==> config.mk <==
export PLATFORM = sky130hd
export DESIGN_NAME = channel_section_deframer_top
export DESIGN_NICKNAME = d
export VERILOG_FILES = /design/src/sv/csd_pkg.sv /design/src/sv/csd_core.sv /design/src/sv/channel_section_deframer_top.sv
export SDC_FILE = /design/constraint.sdc
export NUM_CORES = 1
export LEC_CHECK = 0
export ABC_AREA = 1
export BUFFER_PORTS_ARGS = -buffer_cell sky130_fd_sc_hd__buf_2
export CORE_AREA = 2 2 138 140
export DETAILED_ROUTE_END_ITERATION = 6
export DIE_AREA = 0 0 140 142
export GPL_ROUTABILITY_DRIVEN = 0
export PLACE_DENSITY = 0.59
export RECOVER_POWER = 25
export SYNTH_ARGS = -nofsm -noshare
export SYNTH_HDL_FRONTEND = slang
export SYNTH_SLANG_ARGS = --single-unit
==> constraint.sdc <==
create_clock -name i_clk -period 3.9 [get_ports i_clk]
set_input_delay 0.39 -clock i_clk [delete_from_list [all_inputs] [get_ports i_clk]]
set_output_delay 0.39 -clock i_clk [all_outputs]
set_load 0.05 [all_outputs]
==> src/sv/csd_pkg.sv <==
// Shared types and constants for the channel section deframer.
// No dependencies; imported by every module of the block.
package csd_pkg;

    // Header byte layout: channel in the low bits, length minus one above
    localparam int CHAN_W      = 2;
    localparam int HDR_LEN_LSB = 2;
    localparam int HDR_LEN_W   = 6;
    localparam int PLEFT_W     = 7;

    // Configuration register indexes
    localparam int CFG_IDX_W = 2;
    localparam logic [CFG_IDX_W-1:0] CFG_CHANNEL        = 2'd0;
    localparam logic [CFG_IDX_W-1:0] CFG_START_OFFSET   = 2'd1;
    localparam logic [CFG_IDX_W-1:0] CFG_SECTION_LENGTH = 2'd2;

    // One input transaction
    typedef struct packed {
        logic [7:0] stream_byte;
        logic       end_of_stream;
    } t_in_item;

    // One result transaction
    typedef struct packed {
        logic       data_valid;
        logic [7:0] out_byte;
        logic       section_last;
        logic       status;
    } t_out_item;

endpackage

==> src/sv/csd_core.sv <==
// Deframing state and per-byte section logic of the channel section deframer.
// Depends on csd_pkg; instantiated by channel_section_deframer_top.
module csd_core
    import csd_pkg::*;
#(
    parameter int OFFSET_WIDTH = 24,
    parameter int LENGTH_WIDTH = 16
) (
    input  logic                    i_clk,
    input  logic                    i_rst_n,
    input  logic                    i_fire,
    input  t_in_item                i_item,
    input  logic [CHAN_W-1:0]       i_channel,
    input  logic [OFFSET_WIDTH-1:0] i_start_offset,
    input  logic [LENGTH_WIDTH-1:0] i_section_length,
    output logic                    o_res_valid,
    output t_out_item               o_res
);

    localparam int CMP_W = (OFFSET_WIDTH > LENGTH_WIDTH) ? OFFSET_WIDTH : LENGTH_WIDTH;

    logic                    r_expect_header, n_expect_header;
    logic [PLEFT_W-1:0]      r_payload_left,  n_payload_left;
    logic                    r_frame_matches, n_frame_matches;
    logic [OFFSET_WIDTH-1:0] r_position,      n_position;
    logic                    r_section_done,  n_section_done;

    logic [OFFSET_WIDTH-1:0] rel;
    logic [CMP_W-1:0]        rel_ext;
    logic [CMP_W-1:0]        len_ext;
    logic                    len_nz;
    logic                    in_section;
    logic                    emit;
    logic                    last;
    logic                    done_after;
    logic                    incomplete;
    logic [PLEFT_W-1:0]      left_dec;

    // Position of the current byte relative to the section start
    assign rel     = r_position - i_start_offset;
    assign rel_ext = CMP_W'(rel);
    assign len_ext = CMP_W'(i_section_length);
    assign len_nz  = (i_section_length != '0);

    assign in_section = !r_section_done && len_nz && (r_position >= i_start_offset)
                        && (rel_ext < len_ext);
    assign emit       = !r_expect_header && r_frame_matches && in_section;
    assign last       = emit && (rel_ext == (len_ext - CMP_W'(1)));
    assign done_after = r_section_done || last;
    assign incomplete = i_item.end_of_stream && !done_after && len_nz;
    assign left_dec   = (r_payload_left != '0) ? (r_payload_left - PLEFT_W'(1)) : '0;

    // Next state for the byte in hand
    always_comb begin
        n_expect_header = r_expect_header;
        n_payload_left  = r_payload_left;
        n_frame_matches = r_frame_matches;
        n_position      = r_position;
        n_section_done  = done_after;
        if (r_expect_header) begin
            n_payload_left  = PLEFT_W'(i_item.stream_byte[HDR_LEN_LSB +: HDR_LEN_W])
                              + PLEFT_W'(1);
            n_frame_matches = (i_item.stream_byte[CHAN_W-1:0] == i_channel);
            n_expect_header = 1'b0;
        end else begin
            if (r_frame_matches) begin
                n_position = r_position + OFFSET_WIDTH'(1);
            end
            n_payload_left  = left_dec;
            n_expect_header = (left_dec == '0);
        end
        // Drop everything at the end of the stream
        if (i_item.end_of_stream) begin
            n_expect_header = 1'b1;
            n_payload_left  = '0;
            n_frame_matches = 1'b0;
            n_position      = '0;
            n_section_done  = 1'b0;
        end
    end

    // Advance state once per processed transaction
    always_ff @(posedge i_clk) begin
        if (!i_rst_n) begin
            r_expect_header <= 1'b1;
            r_payload_left  <= '0;
            r_frame_matches <= 1'b0;
            r_position      <= '0;
            r_section_done  <= 1'b0;
        end else if (i_fire) begin
            r_expect_header <= n_expect_header;
            r_payload_left  <= n_payload_left;
            r_frame_matches <= n_frame_matches;
            r_position      <= n_position;
            r_section_done  <= n_section_done;
        end
    end

    // Result for the byte in hand
    assign o_res_valid         = emit || incomplete;
    assign o_res.data_valid    = emit;
    assign o_res.out_byte      = emit ? i_item.stream_byte : 8'd0;
    assign o_res.section_last  = last;
    assign o_res.status        = incomplete;

endmodule

==> src/sv/channel_section_deframer_top.sv <==
// A byte accepted into the input register passes any result it gives to the
// output register once that register is free. Throughput: one byte per cycle,
// limited only by the output stall; the input register and the output register
// each hold one transaction. Reset is synchronous, active low: it clears
// deframing state, empties both registers and returns configuration to
// channel 0, offset 0, length 1.
// Top level of the channel section deframer; depends on csd_pkg and csd_core.
module channel_section_deframer_top
    import csd_pkg::*;
#(
    parameter int OFFSET_WIDTH = 24,
    parameter int LENGTH_WIDTH = 16
) (
    input  logic                     i_clk,
    input  logic                     i_rst_n,
    input  logic                     i_cfg_we,
    input  logic [CFG_IDX_W-1:0]     i_cfg_idx,
    input  logic [((OFFSET_WIDTH > LENGTH_WIDTH) ? OFFSET_WIDTH : LENGTH_WIDTH)-1:0]
                                     i_cfg_data,
    input  logic                     i_in_valid,
    output logic                     o_in_stall,
    input  t_in_item                 i_in_item,
    output logic                     o_out_valid,
    input  logic                     i_out_stall,
    output t_out_item                o_out_item
);

    logic [CHAN_W-1:0]       r_channel;
    logic [OFFSET_WIDTH-1:0] r_start_offset;
    logic [LENGTH_WIDTH-1:0] r_section_length;

    logic      r_in_valid;
    t_in_item  r_in_item;
    logic      r_out_valid;
    t_out_item r_out_item;

    logic      out_free;
    logic      fire;
    logic      in_accept;
    logic      res_valid;
    t_out_item res;

    // Configuration writes
    always_ff @(posedge i_clk) begin
        if (!i_rst_n) begin
            r_channel        <= '0;
            r_start_offset   <= '0;
            r_section_length <= LENGTH_WIDTH'(1);
        end else if (i_cfg_we) begin
            case (i_cfg_idx)
                CFG_CHANNEL:        r_channel        <= i_cfg_data[CHAN_W-1:0];
                CFG_START_OFFSET:   r_start_offset   <= i_cfg_data[OFFSET_WIDTH-1:0];
                CFG_SECTION_LENGTH: r_section_length <= i_cfg_data[LENGTH_WIDTH-1:0];
                default: ;
            endcase
        end
    end

    // Handshake: process the held byte when the output register can take a result
    assign out_free   = !r_out_valid || !i_out_stall;
    assign fire       = r_in_valid && out_free;
    assign o_in_stall = r_in_valid && !out_free;
    assign in_accept  = i_in_valid && !o_in_stall;

    // Input register
    always_ff @(posedge i_clk) begin
        if (!i_rst_n) begin
            r_in_valid <= 1'b0;
        end else if (in_accept) begin
            r_in_valid <= 1'b1;
        end else if (fire) begin
            r_in_valid <= 1'b0;
        end
    end

    always_ff @(posedge i_clk) begin
        if (in_accept) begin
            r_in_item <= i_in_item;
        end
    end

    csd_core #(
        .OFFSET_WIDTH (OFFSET_WIDTH),
        .LENGTH_WIDTH (LENGTH_WIDTH)
    ) u_core (
        .i_clk            (i_clk),
        .i_rst_n          (i_rst_n),
        .i_fire           (fire),
        .i_item           (r_in_item),
        .i_channel        (r_channel),
        .i_start_offset   (r_start_offset),
        .i_section_length (r_section_length),
        .o_res_valid      (res_valid),
        .o_res            (res)
    );

    // Output register: load a new result, or drop the one taken downstream
    always_ff @(posedge i_clk) begin
        if (!i_rst_n) begin
            r_out_valid <= 1'b0;
        end else if (fire && res_valid) begin
            r_out_valid <= 1'b1;
        end else if (!i_out_stall) begin
            r_out_valid <= 1'b0;
        end
    end

    always_ff @(posedge i_clk) begin
        if (fire && res_valid) begin
            r_out_item <= res;
        end
    end

    assign o_out_valid = r_out_valid;
    assign o_out_item  = r_out_item;

endmodule

# Word-level counts from Yosys, hierarchy flattened
# Index checks and enable logic that the tools add are counted.
# word_totals
out_inout_bits	13
wordCells	78
register_bits	98
# op_classes
magnitude_cmp	2
reduce_logical	34
mux	15
eq_ne	6
addsub	5
# ops
operator	count
2-to-1 mux 24 bit	3
adder 24 x 1 -> 24 bit, second input constant	1
equality test 24 bit	1
greater-or-equal comparator 24 bit	1
< comparator 24 x 16 -> 1 bit	1
subtractor 24 bit	1
2-to-1 mux 7 bit	3
subtractor 16 x 1 -> 17 bit, second input constant	1
nonzero test 16 bit	1
logical AND 1 bit	12
2-to-1 mux 1 bit	9
AND reduction 2 bit	4
adder 6 x 1 -> 7 bit, second input constant	1
zero test 1 bit	7
zero test 7 bit	1
nonzero test 7 bit	1
subtractor 7 x 1 -> 7 bit, second input constant	1
nonzero test 2 bit	3
logical OR 1 bit	3
AND reduction 3 bit	1
equality test 2 x 1 -> 1 bit, second input constant	1
equality test 2 bit	1
equality test 2 bit, second input constant	1
zero test 2 bit	1
other kinds (2)	2

# Depth between registers and ports, before layout
# Gate-level depths: netlist (run 1).
# logic_depth
word_depth	13
ltp_mapped	25
depth_no_buf	24

# Cells and area by module
# Synthesis (run 1) repeated with hierarchy kept, for this count alone.
# hier_totals
hier_cells	1248
area_unflattened_um2	7576.0
# by_module_without_submodules
module	area_per_inst_um2	cells_per_inst	n_inst
csd_core	5147.4	944	1
channel_section_deframer_top	2428.6	304	1

# Worst setup path after synthesis (run 1)
# Ideal clock, no wire load.
# synth_path
kind	reg-to-reg
start	reg u_core.r_position[0]
end	reg r_out_item (netlist bit o_out_item[0]) (enable)
setup_ns	0.339
synth_period_minus_slack_ns	3.426
path_buffers	0
path_slack_ns	0.474
stages_incl_launch_ff	21
arrival_time_ns	3.087
path_cell_list	dfxtp_1 inv_1 ha_1 fa_1 nor2_2 nand2_1 nand3_1 nand2_1 nand3_1 and2_1 inv_1 ha_1 nand2_1 o21ai_0 nor3_1 nand3_1 nor2_2 nand3_4 o31ai_1 nand2_1 inv_1
# synth_between
elab_chain_cells	11
elab_cells_between_ends	14
cone_classes	add/sub (1); order compare (2); eq/ne (1); reduce/logical (10)
# synth_rtl
item	line_no	rtl
from (decl)	csd_core.sv:25	logic [OFFSET_WIDTH-1:0] r_position, n_position;
from (signal assigned)	csd_core.sv:94	r_position <= n_position;
subtractor 24 bit / greater-or-equal comparator 24 bit (equally long branches)	csd_core.sv:40, csd_core.sv:45	
< comparator 24 x 16 -> 1 bit / logical AND 1 bit (equally long branches)	csd_core.sv:46, csd_core.sv:45	
logical AND 1 bit	csd_core.sv:46	&& (rel_ext < len_ext);
logical AND 1 bit	csd_core.sv:47	assign emit = !r_expect_header && r_frame_matches && in_section;
logical AND 1 bit	csd_core.sv:48	assign last = emit && (rel_ext == (len_ext - CMP_W'(1)));
logical OR 1 bit	csd_core.sv:49	assign done_after = r_section_done || last;
zero test 1 bit	csd_core.sv:50	assign incomplete = i_item.end_of_stream && !done_after && len_nz;
logical AND 1 bit (2 in a row)	csd_core.sv:50	
logical OR 1 bit (*)	csd_core.sv:100	assign o_res_valid = emit || incomplete;
logical AND 1 bit (*)	channel_section_deframer_top.sv:109	if (fire && res_valid) begin
to (signal assigned)	channel_section_deframer_top.sv:110	r_out_item <= res;
to (decl)	channel_section_deframer_top.sv:35	t_out_item r_out_item;
# Every way passes the cells marked *; elsewhere a longest branch is shown, timed or not.
# A chain may end at the register's enable or synchronous reset.

# Worst setup path in the final report (run 1)
# layout_path
start	reg r_start_offset[8]
end	reg r_out_valid (netlist: o_out_valid)
# layout_between
elab_chain_cells	12
elab_cells_between_ends	16
cone_classes	add/sub (1); order compare (2); eq/ne (2); mux (1); reduce/logical (10)
# layout_rtl
item	line_no	rtl
from (decl)	channel_section_deframer_top.sv:29	logic [OFFSET_WIDTH-1:0] r_start_offset;
from (signal assigned)	channel_section_deframer_top.sv:52	CFG_START_OFFSET: r_start_offset <= i_cfg_data[OFFSET_WIDTH-1:0];
subtractor 24 bit / greater-or-equal comparator 24 bit (equally long branches)	csd_core.sv:40, csd_core.sv:45	
< comparator 24 x 16 -> 1 bit / logical AND 1 bit (equally long branches)	csd_core.sv:46, csd_core.sv:45	
logical AND 1 bit	csd_core.sv:46	
logical AND 1 bit	csd_core.sv:47	
logical AND 1 bit	csd_core.sv:48	
logical OR 1 bit	csd_core.sv:49	
zero test 1 bit	csd_core.sv:50	
logical AND 1 bit (2 in a row)	csd_core.sv:50	
logical OR 1 bit (*)	csd_core.sv:100	
logical AND 1 bit (*)	channel_section_deframer_top.sv:101	end else if (fire && res_valid) begin
!= test 2 x 1 -> 1 bit (no source line) / 2-to-1 mux 1 bit (equally long branches)	-	
to (signal assigned)	channel_section_deframer_top.sv:100	r_out_valid <= 1'b0;
to (signal assigned)	channel_section_deframer_top.sv:102	r_out_valid <= 1'b1;
to (signal assigned)	channel_section_deframer_top.sv:104	r_out_valid <= 1'b0;
to (decl)	channel_section_deframer_top.sv:34	logic r_out_valid;
# Marks and branches as above.

==> summary.md, run 1 <==
| Metric | Value |
|---|---|
| Yosys top cell area share | `21.5%` |
| FF-to-FF setup slack | `0.18 ns` |
| Tightest Hold Check Type | `in2reg` |
| Sequential share of the synthesized area | `29.8%` |
| I/O Buffers | `52` |
| Worst path cell trace | `inv_1 > ha_1 > nand2_1 > nand2_1 > inv_1 > nand2_1 > nand3b_1 > or2_2 > nand2_1 > ha_1 > a21oi_1 > nor3_1 > a211oi_1 > a21oi_1 > nor2_2 > nand3_4 > o31ai_1 > nand2_2 > a21oi_1` |
| Via density per instance | `5.03` |
| Fmax | `269 MHz` |
| Ports | `53` |
| DP Wirelength | `17300 um` |
| Postcts setup bufs | `0` |
| Ys async rst share | `0%` |
| Avg Inst Size Synth | `6.42 um2` |
| WP data required | `4.12 ns` |
| Final setup viols | `0` |
| Vias in the first global route | `6683` |
| Mapped Cells | `1129` |
| Crit. End Element | `flop` |
| Outcome | `finished, violations left` |
| Cell repeated most along the worst path | `nand2_1` |
| First-pass GRT wire length | `33900 um` |
| WHS | `0.202 ns` |
| Worst R2R Path Depth | `19` |
| Synthesized area | `7250 um2` |
| Final hold violation count | `0` |
| Static leakage | `3.95 nW` |
| Later-pin clock latency in the skew report | `0.36 ns` |
| Largest net degree at the start of global routing | `46` |
| Failing checks | `capacitance limit, slew limit` |
| Clk sinks | `98` |
| Final Max Tran Viols | `46` |
| Final Net Count | `1267` |
| Worst Setup EP | `o_out_valid` |
| Max H-tree Level | `3` |
| FF+latch count, synth | `98` |
| Core area | `18500 um2` |
| Max cap viols | `1` |
| Total GRT Usage | `21.7%` |
| Cts bufs inserted | `9` |
| Die H | `142 um` |
| CP max-delay cell | `ha_1` |
| Post-synth EDFFs | `20` |
| Die area | `19900 um2` |
| # hold bufs at CTS | `0` |
| Post-Syn Nets | `1215` |
| Crit path launch | `r_start_offset[8]` |
| Crit-path max FO | `10` |
| Final worst-path cycle share | `95.3%` |
| Antenna Cells | `0` |
| Final Skew | `0.00770 ns` |
| Worst slew pin tran | `1.71 ns` |
| Main synth FF type | `dfxtp_1` |
| Drt drc | `0` |
| Relative slew slack | `-14.2%` |
| Total gr overflow | `0` |
| Layout area overhead | `11.4%` |
| Initial antenna violation count | `0` |
| Post-cts sizing count | `0` |
| Initial Util | `39.3%` |
| Arr. time, crit path | `3.94 ns` |
| CTS max path bufs | `2` |
| Clock transition at path regs | `0.08 ns` |
| Drt wl/cell | `14.8 um` |
| Ratio of cells with drive above 1 in the final layout | `10.5%` |
| Final min period | `3.72 ns` |
| Area leader, netlist | `dfxtp_1` |
| DR vias | `7138` |
| Pwr Density | `331 nW/um2` |
| Max incr delay on CP | `0.38 ns` |
| Pre-antenna DRT Iters | `5` |
| Kind of critical path | `reg2reg` |
| Routed WL | `21000 um` |
| RSZ-0062 raised after global routing | `no` |
| Synth warnings | `0` |
| Reg2reg start | `r_start_offset[8]` |
| Worst setup SP type | `flop` |
| Setup TNS | `0 ns` |
| Area contributors post-synth | `dfxtp_1 (22%), nand2_1 (16%), inv_1 (9.8%)` |
| Root Driver | `clkbuf_16` |
| RR Endpoint | `o_out_valid` |
| Floorplan row count | `50` |
| CTS tree | `built` |
| Cell variety after synth | `45` |
| Peak VDD IR | `0.000216 V` |
| ANT nets after route | `0` |
| Die width | `140 um` |
| Drt initial violations | `510` |
==> report_power, final <==
| group | leakage, nW | total, mW | switching, mW | internal [mW] |
|---|---|---|---|---|
| logic | 2.99 | 0.680 | 0.450 | 0.230 |
| registers | 0.819 | 1.09 | 0.0222 | 1.07 |
| clock network | 0.137 | 0.898 | 0.453 | 0.446 |
| total | 3.95 | 2.67 | 0.925 | 1.75 |
==> cell usage after synthesis (2+ instances only) <==
cell	n
a21o_1	2
a21oi_1	97
a31oi_1	2
and2_1	3
clkbuf_1	17
dfxtp_1	78
edfxtp_1	20
ha_1	45
inv_1	190
inv_2	14
nand2_1	313
nand2_2	8
nand3_1	67
nand3_2	4
nand3b_1	4
nand4_1	15
nor2_1	91
nor2_2	10
nor2_4	6
nor3_1	15
nor3_4	3
nor3b_1	2
nor4_1	7
o211ai_1	8
o21a_1	5
o21ai_0	61
o21ai_1	3
o21bai_1	2
xnor2_1	3
xor2_1	19
==> sequential cells by signal, indices dropped and copies added, names as in the netlist <==
name                    flops
u_core.r_expect_header      1
u_core.r_position          24
r_in_valid                  1
u_core.r_payload_left       7
r_in_item                   9
r_section_length           16
r_start_offset             24
u_core.r_section_done       1
u_core.r_frame_matches      1
o_out_valid                 1
r_channel                   2
o_out_item                 11
==> layer usage <==
metal / global-route usage, % / up-vias / routed length [um]
met2: 34.9 / 192 / 9370
li1: - / 3701 / -
met5: 0 / - / 0
met3: 3.90 / 27 / 1270
met1: 30.1 / 3218 / 9920
met4: 6.01 / 0 / 417
==> cells in the final DEF (no fill, tap or decap), types with 2 or more instances in the layout <==
| cell | n |
|---|---|
| nor4_1 | 7 |
| xnor2_1 | 3 |
| nor2_2 | 12 |
| nand3_1 | 67 |
| nand2_2 | 10 |
| buf_2 | 42 |
| clkbuf_16 | 9 |
| nor3b_1 | 2 |
| edfxtp_1 | 20 |
| nor2_1 | 89 |
| nand3_2 | 4 |
| a31oi_1 | 2 |
| and2_1 | 3 |
| o21ai_0 | 61 |
| o21ai_1 | 3 |
| inv_2 | 14 |
| inv_6 | 4 |
| o21bai_1 | 2 |
| buf_4 | 6 |
| a21o_1 | 2 |
| inv_1 | 189 |
| clkbuf_1 | 11 |
| xor2_1 | 19 |
| ha_1 | 45 |
| nand4_1 | 15 |
| nand2_1 | 311 |
| o211ai_1 | 8 |
| dfxtp_2 | 3 |
| nor3_4 | 3 |
| clkinv_1 | 2 |
| nor2_4 | 6 |
| nor3_1 | 15 |
| dfxtp_1 | 75 |
| o21a_1 | 5 |
| nand3b_1 | 4 |
| clkinvlp_4 | 3 |
| a21oi_1 | 97 |
==> worst max-delay path: cells and delay by family (launching register included) <==
family	cells	cell delay, ns
adder cells (fa/ha/maj)	2	0.63
AO/OA/AOI/OAI	5	0.97
flip-flops	1	0.31
AND/OR/NAND/NOR	10	1.52
buffers and inverters	2	0.13
==> stage by stage <==
stage               std cells  instance area (um2)  util [%]  power (mW)  worst slack, ns
finish                   1420                 8070      43.7        2.67            0.185
global route             1420                 8070      43.7        2.83           0.0142
CTS                      1419                 8060      43.7        2.68           0.0337
detailed placement       1403                 7780      42.1        1.79           0.0757
global placement         1403                 7780      42.1        1.78           0.0552
floorplan                1129                 7250         -        1.60            0.474
==> how the worst min path moves through the flow <==
stage / startpoint / endpoint / slack [ns] / cells past startpoint
2_1_floorplan: r_start_offset[10] / r_start_offset[10] / 0.44 / 2
3_3_place_gp: r_start_offset[2] / r_start_offset[2] / 0.45 / 2
3_5_place_dp: r_start_offset[16] / r_start_offset[16] / 0.46 / 2
4_1_cts: i_in_item[6] / r_in_item[6] / 0.19 / 1
5_1_grt: i_in_item[8] / r_in_item[8] / 0.19 / 1
6_report: i_in_item[6] / r_in_item[6] / 0.20 / 1
==> cell families (layout without fill, tap and decap cells) <==
group,after synthesis,in the layout,synth area share (%)
AND/OR/NAND/NOR,554,554,34.2
flip-flops,98,98,29.8
AO/OA/AOI/OAI,184,184,13.5
buffers and inverters,225,282,11.7
adder cells (fa/ha/maj),46,46,8.04
XOR/XNOR,22,22,2.66
==> final cells by class <==
cell class                      count  area [um2]
Clock buffer                        9         225
Clock inverter                      7        57.6
Fill cell                        1962       10400
Inverter                          206         778
Multi-Input combinational cell    806        4250
Sequential cell                    98        2170
Tap cell                          234         293
Timing Repair Buffer               59         297
Timing Repair inverter              1        7.51
Power figures use the tool's default switching activity.
==> run 2: changes to the inputs <==
- RECOVER_POWER: 25 -> unset
==> run 2 against run 1 <==
Compared with the run above: the run now ends clean; wire length is essentially flat; first-iteration DRC count shrank 0.78%; total power is essentially flat; sequential share of layout area shrank 0.054 points; worst hold slack lost 0.00075 ns; cell count is the same; critical path depth is the same.
==> summary.md, run 2 (synthesis results as in run 1) <==
| Metric | Value |
|---|---|
| Outcome | `finished clean` |
| Max cap viols | `0` |
| ANT nets after route | `0` |
| Drt drc | `0` |
| Final worst-path cycle share | `95.2%` |
| Kind of critical path | `reg2reg` |
| RR Endpoint | `o_out_valid` |
| Die H | `142 um` |
| Final Net Count | `1267` |
| Ports | `53` |
| Later-pin clock latency in the skew report | `0.36 ns` |
| Commonest cells after routing, fill and taps aside | `nand2_1 (311), inv_1 (189), a21oi_1 (97), nor2_1 (89), dfxtp_1 (75)` |
| Worst setup SP type | `flop` |
| Drt wl/cell | `14.8 um` |
| First-pass GRT wire length | `33900 um` |
| Die width | `140 um` |
| Critical path buffer and inverter count | `2` |
| Worst hold path endpoint | `r_in_item[6]` |
| Pre-antenna DRT Iters | `6` |
| Total gr overflow | `0` |
| Crit. End Element | `flop` |
| Floorplan row count | `50` |
| Drt initial violations | `506` |
| Met2 usage | `34.9%` |
| Largest regs | `r_start_offset (24), u_core.r_position (24), r_section_length (16)` |
| Final min period | `3.71 ns` |
| Die area | `19900 um2` |
| Met3 Use GR | `3.90%` |
| Final Skew | `0.00885 ns` |
| Worst path cell trace | `inv_1 > ha_1 > nand2_1 > nand2_1 > inv_1 > nand2_1 > nand3b_1 > or2_2 > nand2_1 > ha_1 > a21oi_1 > nor3_1 > a211oi_1 > a21oi_1 > nor2_2 > nand3_4 > o31ai_1 > nand2_2 > a21oi_1` |
| Root Driver | `clkbuf_16` |
| RSZ-0062 raised after global routing | `no` |
| Arr. time, crit path | `3.94 ns` |
| WP data required | `4.13 ns` |
| Crit-path leading delay family | `simple AND/OR/NAND/NOR gates` |
| Most common cell after layout, fill and taps aside | `nand2_1` |
| DP Wirelength | `17300 um` |
| Setup TNS | `0 ns` |
| Reg2reg start | `r_start_offset[8]` |
| Peak VDD IR | `0.000217 V` |
| Worst R2R Path Depth | `19` |
| Max H-tree Level | `3` |
| Crit path launch | `r_start_offset[8]` |
| Cell repeated most along the worst path | `nand2_1` |
| CTS max path bufs | `2` |
| Layout area overhead | `11.6%` |
| Cts bufs inserted | `9` |
| Crit-path max FO | `10` |
| Ratio of cells with drive above 1 in the final layout | `11.5%` |
| DR vias | `7157` |
| Initial antenna violation count | `0` |
| Vias in the first global route | `6683` |
| Fmax | `269 MHz` |
| Hold Path Cell Cnt | `1` |
| FF-to-FF setup slack | `0.19 ns` |
| Tightest Hold Check Type | `in2reg` |
| Relative slew slack | `32.2%` |
| Clock transition at path regs | `0.08 ns` |
| Antenna Cells | `0` |
| WHS | `0.201 ns` |
| Final Max Tran Viols | `0` |
| Largest net degree at the start of global routing | `46` |
| Routed WL | `21000 um` |
| CTS tree | `built` |
| Static leakage | `3.97 nW` |
| Worst hold start | `i_in_item[6]` |
| Clk sinks | `98` |
| CP max-delay cell | `ha_1` |
| Worst slew pin tran | `1.01 ns` |
| Pwr Density | `330 nW/um2` |
| Met1 global-route usage | `30.1%` |
| Final hold violation count | `0` |
| Initial Util | `39.3%` |
| I/O Buffers | `52` |
| GRT busiest layer | `met2` |
| Via density per instance | `5.04` |
| Total GRT Usage | `21.7%` |
| Final setup viols | `0` |
| Core area | `18500 um2` |
| Max incr delay on CP | `0.38 ns` |
==> run 2: changes by cell type in the layout (fill, tap and decap cells not counted) <==
cell and delta:
buf_4 +1, clkbuf_1 -11, buf_2 +10
==> run 2: how the worst max path moves through the flow <==
stage	end	slack, ns	cells past startpoint
finish	o_out_valid	0.19	19
global route	o_out_item[7]	0.01	19
CTS	o_out_item[7]	0.03	17
detailed placement	o_out_item[9]	0.08	17
global placement	o_out_item[5]	0.06	17
floorplan	o_out_item[0]	0.47	20
==> run 2: report_power, final <==
part           internal (mW)  leakage [nW]  switching, mW
Combinational          0.231          3.02          0.450
Clock                  0.446         0.137          0.455
Sequential              1.07         0.819         0.0221
==> run 2: layer usage <==
metal	part of all wire (%)	wire, um	up-vias
met5	0	0	-
met4	2.2	469	0
met3	5.3	1110	34
met2	44	9320	175
met1	48	10100	3245
li1	-	-	3703
==> run 2: cell type report <==
type,count,area [um2]
fill,1956,10400
multi-input combinational,806,4250
sequential,98,2170
inverter,206,778
timing repair buffer,59,313
tap,234,293
clock buffer,9,225
clock inverter,7,57.6
timing repair inverter,1,7.51
==> run 2: repair_timing <==
| action | CTS | global route |
|---|---|---|
| endpoints found under the setup margin | 0 | 12 |
| hold endpoints to repair | 0 | 0 |
| hold buffers | 0 | 0 |
| buffers inserted | 0 | 0 |
| gates resized for setup | 0 | 10 |
==> run 2: through the flow <==
stage	util, %	setup slack (ns)	area, um2	power (mW)	instances
floorplan	-	0.474	7250	1.60	1129
global placement	42.1	0.0552	7780	1.78	1403
global route	43.8	0.0142	8090	2.83	1420
finish	43.8	0.186	8090	2.67	1420
CTS	43.7	0.0337	8060	2.68	1419
detailed placement	42.1	0.0757	7780	1.79	1403
==> run 3: changes to the inputs <==
- CORE_AREA: 2 2 138 140 -> 2 2 112 114
- DIE_AREA: 0 0 140 142 -> 0 0 114 116
- PLACE_DENSITY: 0.59 -> 0.83
- SETUP_SLACK_MARGIN: unset -> 0.4
==> run 3 against run 2 <==
Compared with the run above: sequential power is essentially flat; count of clock-buffer cells in the layout is the same; total power grew 5.1%; worst setup slack gained 0.30 ns; sequential cell count is the same; wire length shrank 0.40%; critical path type unchanged; largest cell class unchanged.
==> summary.md, run 3 (synthesis results as in run 1) <==
| Metric | Value |
|---|---|
| Outcome | `finished clean` |
| Logic pwr share | `26.9%` |
| P_sw | `0.959 mW` |
| Via density per instance | `5.65` |
| Relative slew slack | `32.8%` |
| Max H-tree Level | `3` |
| DR vias | `7585` |
| Tightest Hold Check Type | `in2reg` |
| Clk pwr share | `34.1%` |
| Floorplan row count | `40` |
| Ports | `53` |
| RSZ-0062 raised after global routing | `no` |
| Initial Util | `60.9%` |
| Switching Share | `34.1%` |
| Peak VDD IR | `0.000230 V` |
| Later-pin clock latency in the skew report | `0.37 ns` |
| Pre-antenna DRT Iters | `6` |
| Most common cell after layout, fill and taps aside | `nand2_1` |
| Die width | `114 um` |
| Kind of critical path | `reg2reg` |
| Total power | `2.81 mW` |
| First-pass GRT wire length | `33100 um` |
| Drt wl/cell | `15.6 um` |
| Setup TNS | `0 ns` |
| Final hold violation count | `0` |
| Clock transition at path regs | `0.08 ns` |
| Seq pwr share | `39.0%` |
| Final Skew | `0.00962 ns` |
| Final worst-path cycle share | `87.6%` |
| CTS max path bufs | `2` |
| Final min period | `3.42 ns` |
| Static leakage | `4.07 nW` |
| Non-Filler Instances | `1342` |
| Total gr overflow | `0` |
| Pwr Density | `337 nW/um2` |
| Placed cells | `1314` |
| Commonest cells after routing, fill and taps aside | `nand2_1 (304), inv_1 (187), a21oi_1 (94), nor2_1 (88), dfxtp_1 (69)` |
| Final setup viols | `0` |
| Worst setup SP type | `flop` |
| Die H | `116 um` |
| FILL cells | `1011` |
| Drt drc | `0` |
| Worst slew pin tran | `1.00 ns` |
| Core area | `11900 um2` |
| Final Net Count | `1276` |
| Ratio of cells with drive above 1 in the final layout | `15.6%` |
| ANT nets after route | `0` |
| Clk sinks | `98` |
| Initial antenna violation count | `0` |
| Die area | `13200 um2` |
| Storage cell area | `2170 um2` |
| CTS tree | `built` |
| Max cap viols | `0` |
| Final Max Tran Viols | `0` |
| Routed WL | `20900 um` |
| Largest net degree at the start of global routing | `46` |
| Vias in the first global route | `6965` |
| DP Wirelength | `15600 um` |
| Root Driver | `clkbuf_16` |
| Antenna Cells | `0` |
| Drt initial violations | `812` |
| Final Util | `70.0%` |
| I/O Buffers | `52` |
| Crit. End Element | `flop` |
| Fmax | `293 MHz` |
| Multi-input gate area | `4500 um2` |
| Arr. time, crit path | `3.49 ns` |
| Layout area overhead | `15.0%` |
| Crit-path max FO | `6` |
| Largest regs | `r_start_offset (24), u_core.r_position (24), r_section_length (16)` |
| Total GRT Usage | `32.0%` |
| WP data required | `3.98 ns` |
| Internal power | `1.85 mW` |
| Cts bufs inserted | `9` |
## run 3: cell types whose count changed in the layout (fill, tap and decap cells not counted), moves of 6 or more
cell	delta
dfxtp_2	+6
ha_4	+13
buf_4	+9
ha_1	-13
nand2_1	-7
dfxtp_1	-6
## run 3: layer usage
layer | track usage [%] | wire length [um]
met5 | 0 | 0
met4 | 14.5 | 933
met3 | 4.92 | 1820
met2 | 52.8 | 9580
met1 | 41.5 | 8570
## run 3: per-stage QoR
stage / instance area, um2 / hold slack (ns) / worst slack [ns]
3_5_place_dp: 7650 / 0.454 / 0.0556
4_1_cts: 8020 / 0.200 / 0.429
5_1_grt: 8330 / 0.193 / 0.299
3_3_place_gp: 7650 / 0.451 / 0.122
6_report: 8330 / 0.196 / 0.482
2_1_floorplan: 7250 / 0.435 / 0.474
## run 3: timing repair
item	CTS	global route
gates cloned	1	0
resized for setup	14	50
buffers inserted	2	9
setup endpoints to repair	12	23
hold buffers	0	0
pin swaps	6	11
## run 3: worst paths after layout
kind                                    startpoint            endpoint  slack (ns)  cells past startpoint
worst max-delay path             r_start_offset[6]       o_out_item[2]        0.48                     18
worst min-delay path                  i_in_item[5]        r_in_item[5]        0.20                      1
worst max register to register   r_start_offset[6]       o_out_item[2]        0.48                     18
worst min register to register  r_start_offset[16]  r_start_offset[16]        0.46                      2
## run 3: area by class of cell
cell class / instances / area share [%]
sequential: 98 / 26.1
tap: 147 / 2.21
multi-input combinational: 806 / 54.0
clock buffer: 9 / 2.70
timing repair buffer: 68 / 4.56
timing repair inverter: 1 / 0.0901
clock inverter: 7 / 0.976
inverter: 206 / 9.34
## run 3: power groups by stage
stage	Clock, mW	Combinational, mW	Sequential, mW
after floorplan	0	0.478	1.13
after global placement	0	0.644	1.12
after detailed placement	0	0.656	1.12
after CTS	0.953	0.671	1.09
after global routing	0.996	0.838	1.10
final	0.958	0.756	1.10
## run 3: worst max-delay path: stages (launching register included)
cell        delay, ns
dfxtp_1          0.31
inv_1            0.09
ha_4             0.31
nand2_1          0.09
nor2_2           0.24
nand4_1          0.20
nand3b_1         0.19
or2_2            0.14
nand2_1          0.06
ha_1             0.29
a21oi_1          0.15
nor3_1           0.08
a211oi_2         0.17
a21oi_2          0.11
nor2_2           0.18
nand3_4          0.10
o31ai_2          0.09
nand2_2          0.16
clkinvlp_4       0.17
